`src/npab_pkg.sv`:
```
// shared types and constants for the non-premultiplied alpha blend pipeline
// no dependencies; imported by every module of the block
`timescale 1ns / 1ps
`default_nettype none

package npab_pkg;

	localparam int CHAN_W      = 8;
	localparam int RECIP_SHIFT = 24;
	localparam int QUO_W       = RECIP_SHIFT + 1;
	localparam int SUM_W       = 2 * CHAN_W + 1;
	localparam int PROD_W      = SUM_W + QUO_W;
	localparam int DIV_STEPS   = 6;
	localparam int DIV_CELLS   = RECIP_SHIFT / DIV_STEPS;

	localparam logic [CHAN_W-1:0] ALPHA_OPAQUE = 8'd255;
	localparam logic [CHAN_W-1:0] ALPHA_CLEAR  = 8'd0;
	localparam logic [CHAN_W:0]   ALPHA_ONE    = 9'd256;

	typedef struct packed {
		logic [CHAN_W-1:0] red;
		logic [CHAN_W-1:0] green;
		logic [CHAN_W-1:0] blue;
		logic [CHAN_W-1:0] alpha;
	} pix_t;

	// after the first stage: both pixels, weighted dst alpha, result alpha and the opaque and clear flags
	typedef struct packed {
		pix_t              src;
		pix_t              dst;
		logic [CHAN_W-1:0] df;
		logic [CHAN_W-1:0] oa;
		logic              opaque;
		logic              clear;
	} s1_t;

	// what rides along the reciprocal chain
	typedef struct packed {
		pix_t             bypass;
		logic             use_bypass;
		logic [CHAN_W-1:0] oa;
		logic [SUM_W-1:0] sum_red;
		logic [SUM_W-1:0] sum_green;
		logic [SUM_W-1:0] sum_blue;
	} pay_t;

	// partial restoring division of 2^24 by the result alpha
	typedef struct packed {
		logic [CHAN_W-1:0] rem;
		logic [QUO_W-1:0]  quo;
	} div_t;

endpackage

`default_nettype wire

```
`src/npab_cell.sv`:
```
// one elastic pipeline register with valid and ready
// no dependencies beyond the package
`timescale 1ns / 1ps
`default_nettype none

module npab_cell
	import npab_pkg::*;
#(
	parameter int W = CHAN_W
) (
	input  wire logic         clk,
	input  wire logic         arst_n,
	input  wire logic         in_valid,
	output logic              in_ready,
	input  wire logic [W-1:0] in_data,
	output logic              out_valid,
	input  wire logic         out_ready,
	output logic [W-1:0]      out_data
);

	logic         valid_q;
	logic [W-1:0] data_q;

	// take a new request when empty or when the neighbor drains us
	assign in_ready  = !valid_q || out_ready;
	assign out_valid = valid_q;
	assign out_data  = data_q;

	always_ff @(posedge clk or negedge arst_n) begin
		if (!arst_n) begin
			valid_q <= 1'b0;
		end else if (in_ready) begin
			valid_q <= in_valid;
		end
	end

	always_ff @(posedge clk) begin
		if (in_ready && in_valid) begin
			data_q <= in_data;
		end
	end

endmodule

`default_nettype wire

```
`src/npab_div_cell.sv`:
```
// one cell of the reciprocal chain: DIV_STEPS restoring division steps
// depends on npab_pkg and npab_cell
`timescale 1ns / 1ps
`default_nettype none

module npab_div_cell
	import npab_pkg::*;
#(
	parameter int PW = $bits(pay_t)
) (
	input  wire logic              clk,
	input  wire logic              arst_n,
	input  wire logic              in_valid,
	output logic                   in_ready,
	input  wire div_t              in_state,
	input  wire logic [PW-1:0]     in_pay,
	input  wire logic [CHAN_W-1:0] divisor,
	output logic                   out_valid,
	input  wire logic              out_ready,
	output div_t                   out_state,
	output logic [PW-1:0]          out_pay
);

	localparam int SW = $bits(div_t);

	div_t              nxt;
	logic [CHAN_W:0]   trial;
	logic [CHAN_W-1:0] rem;
	logic [QUO_W-1:0]  quo;
	logic [SW+PW-1:0]  cell_out;

	// dividend bits below the leading one are all zero
	always_comb begin
		rem = in_state.rem;
		quo = in_state.quo;
		for (int i = 0; i < DIV_STEPS; i++) begin
			trial = {rem, 1'b0};
			if (trial >= {1'b0, divisor}) begin
				trial = trial - {1'b0, divisor};
				quo   = {quo[QUO_W-2:0], 1'b1};
			end else begin
				quo   = {quo[QUO_W-2:0], 1'b0};
			end
			rem = trial[CHAN_W-1:0];
		end
		nxt.rem = rem;
		nxt.quo = quo;
	end

	npab_cell #(
		.W(SW + PW)
	) u_reg (
		.clk      (clk),
		.arst_n   (arst_n),
		.in_valid (in_valid),
		.in_ready (in_ready),
		.in_data  ({nxt, in_pay}),
		.out_valid(out_valid),
		.out_ready(out_ready),
		.out_data (cell_out)
	);

	assign out_state = cell_out[SW+PW-1:PW];
	assign out_pay   = cell_out[PW-1:0];

endmodule

`default_nettype wire

```
`src/non_premultiplied_alpha_blend.sv`:
```
// top level: non-premultiplied rgba blend, source over destination
// depends on npab_pkg, npab_cell and npab_div_cell
`timescale 1ns / 1ps
`default_nettype none

//  channel  | signals                         | direction | request content
//  ---------+---------------------------------+-----------+--------------------------
//  pixel    | pix_valid, pix_stall            | in        | src_* and dst_* rgba
//  result   | res_valid, res_stall            | out       | out_* rgba
//
// one request accepted per clock while pix_stall is low
// six registers in a row: entry, four reciprocal cells of six quotient bits each, output
// cells hand their contents on whenever the next cell can take them; each holds one request, so bubbles
// close up and a stalled result blocks the input only once the whole row is full
// arst_n clears all valid flags; payload registers are not reset

module non_premultiplied_alpha_blend
	import npab_pkg::*;
(
	input  wire logic              clk,
	input  wire logic              arst_n,
	input  wire logic              pix_valid,
	output logic                   pix_stall,
	input  wire logic [CHAN_W-1:0] src_red,
	input  wire logic [CHAN_W-1:0] src_green,
	input  wire logic [CHAN_W-1:0] src_blue,
	input  wire logic [CHAN_W-1:0] src_alpha,
	input  wire logic [CHAN_W-1:0] dst_red,
	input  wire logic [CHAN_W-1:0] dst_green,
	input  wire logic [CHAN_W-1:0] dst_blue,
	input  wire logic [CHAN_W-1:0] dst_alpha,
	output logic                   res_valid,
	input  wire logic              res_stall,
	output logic [CHAN_W-1:0]      out_red,
	output logic [CHAN_W-1:0]      out_green,
	output logic [CHAN_W-1:0]      out_blue,
	output logic [CHAN_W-1:0]      out_alpha
);

	localparam int S1W = $bits(s1_t);
	localparam int PW  = $bits(pay_t);

	// ---------------- stage 1: weighted destination alpha ----------------
	s1_t               s1_in;
	s1_t               s1;
	logic [SUM_W-1:0]  df_full;
	logic [CHAN_W:0]   oa_sum;
	logic              s1_in_ready;
	logic              s1_valid;
	logic              s1_ready;
	logic [S1W-1:0]    s1_data;

	always_comb begin
		// dst_alpha * (256 - src_alpha), keep the upper byte
		df_full = {{(SUM_W-CHAN_W){1'b0}}, dst_alpha}
			* {{(SUM_W-CHAN_W-1){1'b0}}, ALPHA_ONE - {1'b0, src_alpha}};
		oa_sum  = {1'b0, src_alpha} + {1'b0, df_full[2*CHAN_W-1:CHAN_W]};

		s1_in.src    = '{red: src_red, green: src_green, blue: src_blue, alpha: src_alpha};
		s1_in.dst    = '{red: dst_red, green: dst_green, blue: dst_blue, alpha: dst_alpha};
		s1_in.df     = df_full[2*CHAN_W-1:CHAN_W];
		// result alpha always fits in a byte
		s1_in.oa     = oa_sum[CHAN_W-1:0];
		s1_in.opaque = (src_alpha == ALPHA_OPAQUE);
		s1_in.clear  = (src_alpha == ALPHA_CLEAR);
	end

	npab_cell #(
		.W(S1W)
	) u_s1 (
		.clk      (clk),
		.arst_n   (arst_n),
		.in_valid (pix_valid),
		.in_ready (s1_in_ready),
		.in_data  (s1_in),
		.out_valid(s1_valid),
		.out_ready(s1_ready),
		.out_data (s1_data)
	);

	assign pix_stall = !s1_in_ready;
	assign s1        = s1_data;

	// ---------------- weighted colour sums, division setup ----------------
	pay_t pay_c   [DIV_CELLS+1];
	div_t state_c [DIV_CELLS+1];
	logic valid_c [DIV_CELLS+1];
	logic ready_c [DIV_CELLS+1];

	function automatic logic [SUM_W-1:0] wsum(
		input logic [CHAN_W-1:0] s,
		input logic [CHAN_W-1:0] sa,
		input logic [CHAN_W-1:0] d,
		input logic [CHAN_W-1:0] df
	);
		logic [SUM_W-1:0] ps;
		logic [SUM_W-1:0] pd;
		ps = {{(SUM_W-CHAN_W){1'b0}}, s} * {{(SUM_W-CHAN_W){1'b0}}, sa};
		pd = {{(SUM_W-CHAN_W){1'b0}}, d} * {{(SUM_W-CHAN_W){1'b0}}, df};
		return ps + pd;
	endfunction

	always_comb begin
		pay_c[0].bypass     = s1.opaque ? s1.src : s1.dst;
		pay_c[0].use_bypass = s1.opaque || s1.clear;
		pay_c[0].oa         = s1.oa;
		pay_c[0].sum_red    = wsum(s1.src.red,   s1.src.alpha, s1.dst.red,   s1.df);
		pay_c[0].sum_green  = wsum(s1.src.green, s1.src.alpha, s1.dst.green, s1.df);
		pay_c[0].sum_blue   = wsum(s1.src.blue,  s1.src.alpha, s1.dst.blue,  s1.df);

		// leading dividend bit handled here: it only divides out when alpha is one
		state_c[0].quo = {{(QUO_W-1){1'b0}}, s1.oa == {{(CHAN_W-1){1'b0}}, 1'b1}};
		state_c[0].rem = (s1.oa == {{(CHAN_W-1){1'b0}}, 1'b1}) ? '0
			: {{(CHAN_W-1){1'b0}}, 1'b1};
	end

	assign valid_c[0] = s1_valid;
	assign s1_ready   = ready_c[0];

	// ---------------- reciprocal chain ----------------
	// each cell appends DIV_STEPS quotient bits of floor(2^24 / oa)
	for (genvar k = 0; k < DIV_CELLS; k++) begin : g_div
		logic [PW-1:0] pay_o;

		npab_div_cell #(
			.PW(PW)
		) u_div (
			.clk      (clk),
			.arst_n   (arst_n),
			.in_valid (valid_c[k]),
			.in_ready (ready_c[k]),
			.in_state (state_c[k]),
			.in_pay   (pay_c[k]),
			.divisor  (pay_c[k].oa),
			.out_valid(valid_c[k+1]),
			.out_ready(ready_c[k+1]),
			.out_state(state_c[k+1]),
			.out_pay  (pay_o)
		);

		assign pay_c[k+1] = pay_o;
	end

	// ---------------- scale and output register ----------------
	pay_t             pe;
	logic [QUO_W-1:0] scale;
	logic [PROD_W-1:0] prod_red;
	logic [PROD_W-1:0] prod_green;
	logic [PROD_W-1:0] prod_blue;
	pix_t             res_in;
	logic [$bits(pix_t)-1:0] res_data;
	pix_t             res;

	assign pe    = pay_c[DIV_CELLS];
	assign scale = state_c[DIV_CELLS].quo;

	always_comb begin
		prod_red   = {{(PROD_W-SUM_W){1'b0}}, pe.sum_red}   * {{(PROD_W-QUO_W){1'b0}}, scale};
		prod_green = {{(PROD_W-SUM_W){1'b0}}, pe.sum_green} * {{(PROD_W-QUO_W){1'b0}}, scale};
		prod_blue  = {{(PROD_W-SUM_W){1'b0}}, pe.sum_blue}  * {{(PROD_W-QUO_W){1'b0}}, scale};

		if (pe.use_bypass) begin
			res_in = pe.bypass;
		end else begin
			res_in.red   = prod_red[RECIP_SHIFT +: CHAN_W];
			res_in.green = prod_green[RECIP_SHIFT +: CHAN_W];
			res_in.blue  = prod_blue[RECIP_SHIFT +: CHAN_W];
			res_in.alpha = pe.oa;
		end
	end

	npab_cell #(
		.W($bits(pix_t))
	) u_out (
		.clk      (clk),
		.arst_n   (arst_n),
		.in_valid (valid_c[DIV_CELLS]),
		.in_ready (ready_c[DIV_CELLS]),
		.in_data  (res_in),
		.out_valid(res_valid),
		.out_ready(!res_stall),
		.out_data (res_data)
	);

	assign res       = res_data;
	assign out_red   = res.red;
	assign out_green = res.green;
	assign out_blue  = res.blue;
	assign out_alpha = res.alpha;

endmodule

`default_nettype wire
```
`config.mk`:
```
export PLATFORM = sky130hd
export DESIGN_NAME = non_premultiplied_alpha_blend
export DESIGN_NICKNAME = d
export VERILOG_FILES = /design/src/npab_pkg.sv /design/src/npab_cell.sv /design/src/npab_div_cell.sv /design/src/non_premultiplied_alpha_blend.sv
export SDC_FILE = /design/constraint.sdc
export NUM_CORES = 2
export LEC_CHECK = 0
export BUFFER_PORTS_ARGS = -buffer_cell sky130_fd_sc_hd__buf_2
export CORE_MARGIN = 2
export CORE_UTILIZATION = 55
export DETAILED_ROUTE_END_ITERATION = 12
export GPL_ROUTABILITY_DRIVEN = 0
export HOLD_SLACK_MARGIN = 0.12
export PLACE_DENSITY = 0.71
export SLEW_MARGIN = 20
export SYNTH_ARGS = -nofsm -noshare
export SYNTH_HDL_FRONTEND = slang
export SYNTH_SLANG_ARGS = --single-unit
```
`constraint.sdc`:
```
create_clock -name clk -period 26.5 [get_ports clk]
set_input_delay 1.325 -clock clk [delete_from_list [all_inputs] [get_ports clk]]
set_output_delay 1.325 -clock clk [all_outputs]
set_load 0.02 [all_outputs]
```
==> impl_metrics.ini <==
[setup_path]
worstPathBufferInverterCount = 2
cp.arrival_ps = 15650
setup.worst_path.class = flop to flop
critPathTopFamily = compound AO/OA/AOI/OAI gates
critPathMaxFanout = 11
slowest_stage = o211ai_1
max_stage_delay_ps = 780
worstSetupStartpointType = flop
worst-endpoint-required_ps = 27040
critical_path.most_common_cell = ha_1
kind_of_end_point_of_the_critical_path = flop

[detailed_routing]
post_detailed_route_drc_marker_count = 0
viasPerCell = 5.511
drt_first_pass_iters = 5
postRouteAntennaNets = 0
postRouteWirelength_um = 167700
dr_vias = 50047
drt_iter0_drc = 3184
routed_length_per_placed_instance_um = 18.47

[grt]
number_of_antenna_violations_at_the_first_check_in_global_routing = 0
grt_busiest_layer = met2
use_met1_pct = 34.68
vias_in_the_first_global_route = 54438
global_route_wire_length_before_repair_um = 281200
grt_use_total_pct = 25.59
grt_start_max_net_pins = 75
grt_util_met2_pct = 43.62
gr-usage-met3_pct = 2.893
global_route.overflow_total = 0

[run_status]
status = finished clean

[clock_tree]
clkSinkCount = 576
htree_num_levels = 2
worst_skew_pair.late_latency_ps = 670
cts_tree = yes
cts.root.buffer_cell = clkbuf_16
postCtsHoldBufs = 0
cts_max_path_buffers = 3
cts.clk_slew.worst_paths_ps = 70
cts_repair_resize_count = 0
numCtsBuffers = 59
cts_setup_buffers = 0

[die]
fp-row-count = 134
die_h_um = 371.3
design.portCount = 102
initial_core_util_pct = 55.52
fp.coreArea_sq_mm = 0.1336
fp.dieArea_sq_mm = 0.1379
die-width_um = 371.3

[timing]
holdWs_ps = 378.5
min_period_ps = 15100
relSlewSlack_pct = 25.88
worstMarginPinSlew_ps = 1112
hold_violations = 0
rsz_0062_raised_after_global_routing = false
report.final.setup_viol = 0
timing.final.ws_setup_ps = 11400
fin_worst_skew_ps = 44.02
min_period_over_period_pct = 57.00
maxClockFrequency_mhz = 66.20
finalSetupTns_ps = 0
report.final.slew_viol_count = 0

[final_layout]
fin_util_pct = 58.70
layout_commonest_cell = inv_1
layout-area-overhead-vs-synth_pct = 5.719
layout.cells.most_common_list = inv_1, fa_1, nand2_1
finalNetCount = 9190
final_layout_size_suffix_gt1_share_pct = 6.030
nFillCells = 11112

[synthesis]
number_of_synthesized_flops_with_an_enable_pin = 570
post_synth_inst_count = 7330
synth.cell_area_sq_mm = 0.07419
ys.flop_type = edfxtp_1
synth-async-reset-ratio_pct = 1.042
yosys_warnings = 0
synth_cell_type_count = 103
synth_seq_cells = 576
ys_seq_area_share_pct = 23.27
syn_area_per_cell_sq_um = 10.12

[flow_run]
drv.max_cap_violation_count = 0

[place]
port-buffer-count = 101
post-dp-hpwl_um = 123000
post-place-ws_ps = 11600

[min_path]
hold_path_class = flop to flop
cell usage after synthesis, types with 19 or more instances:
cell type | count | area share, %
o21a_1 | 47 | 0.48
and3_1 | 25 | 0.21
nand2b_1 | 41 | 0.35
nand2_1 | 1194 | 6.0
fa_1 | 1232 | 33
and2_1 | 532 | 4.5
mux2i_1 | 23 | 0.31
a211oi_1 | 19 | 0.19
nor2_1 | 150 | 0.76
o21bai_1 | 38 | 0.38
nor2b_1 | 30 | 0.25
nand3_1 | 25 | 0.17
xnor2_1 | 185 | 2.2
nor3_1 | 55 | 0.37
mux2_2 | 102 | 1.5
edfxtp_1 | 570 | 23
a21oi_1 | 138 | 0.93
clkbuf_1 | 284 | 1.4
inv_1 | 1462 | 7.4
a21o_1 | 80 | 0.81
xor2_1 | 62 | 0.73
o21ai_0 | 126 | 0.85
ha_1 | 623 | 11
metrics by stage:
stage / cell area (sq um) / instances
5_1_grt: 78430 / 9081
3_3_place_gp: 76360 / 8972
6_report: 78440 / 9082
2_1_floorplan: 74200 / 7332
3_5_place_dp: 76370 / 8973
4_1_cts: 78410 / 9080
path summary, 6_finish.rpt:
check / startpoint / cells after the start / end / slack (ps)
setup / recovery: g_div[1].u_div.u_reg.out_data[52]$_DFFE_PP_ / 50 / g_div[2].u_div.u_reg.out_data[121]$_DFFE_PP_ / 11400
hold / removal: g_div[1].u_div.u_reg.out_data[73]$_DFFE_PP_ / 0 / g_div[2].u_div.u_reg.out_data[73]$_DFFE_PP_ / 380
setup reg to reg: g_div[1].u_div.u_reg.out_data[52]$_DFFE_PP_ / 50 / g_div[2].u_div.u_reg.out_data[121]$_DFFE_PP_ / 11400
hold reg to reg: g_div[1].u_div.u_reg.out_data[73]$_DFFE_PP_ / 0 / g_div[2].u_div.u_reg.out_data[73]$_DFFE_PP_ / 380
max in group asynchronous: arst_n / 1 / u_out.out_valid$_DFFE_PN0P_ / 25890
min in group asynchronous: arst_n / 1 / u_s1.out_valid$_DFFE_PN0N_ / 470
registers in the layout (all words and copies together) (netlist names):
name                         cells
g_div.u_div.u_reg.out_data     456
u_s1.out_data                   82
u_out.out_data                  32
g_div.u_div.u_reg.out_valid      4
u_out.out_valid                  1
u_s1.out_valid                   1
layer usage:
layer	part of all wire, %	up-vias
met5	0	-
met2	48	1674
li1	-	22611
met4	3.0	0
met1	43	25446
met3	6.0	316
cell type report:
class,count,area [sq um],share of cell area (%)
Multi-Input combinational cell,4979,50270,64.09
Clock inverter,41,511.7,0.6524
Antenna cell,1,2.502,0.003190
Inverter,1471,5524,7.043
Sequential cell,576,17270,22.01
Tap cell,1768,2212,2.820
Clock buffer,66,1524,1.943
Timing Repair Buffer,180,1126,1.436
kinds of logic (layout without fill, tap and decap cells):
kind of cell	count (synthesis)	in the layout	synth area share, %
buffers and inverters	1777	1758	9.022
and+or+nand+nor	2140	2140	13.51
muxes	129	129	1.949
adders and majority gates	1855	1855	43.75
AOI/OAI and AO/OA	604	604	5.543
other	1	4	0.005054
xor gates and xnor gates	248	248	2.946
DFF	576	576	23.27
Power is not shown: default switching activity piles up to over one toggle a cycle in this logic, so the estimate is an artifact.
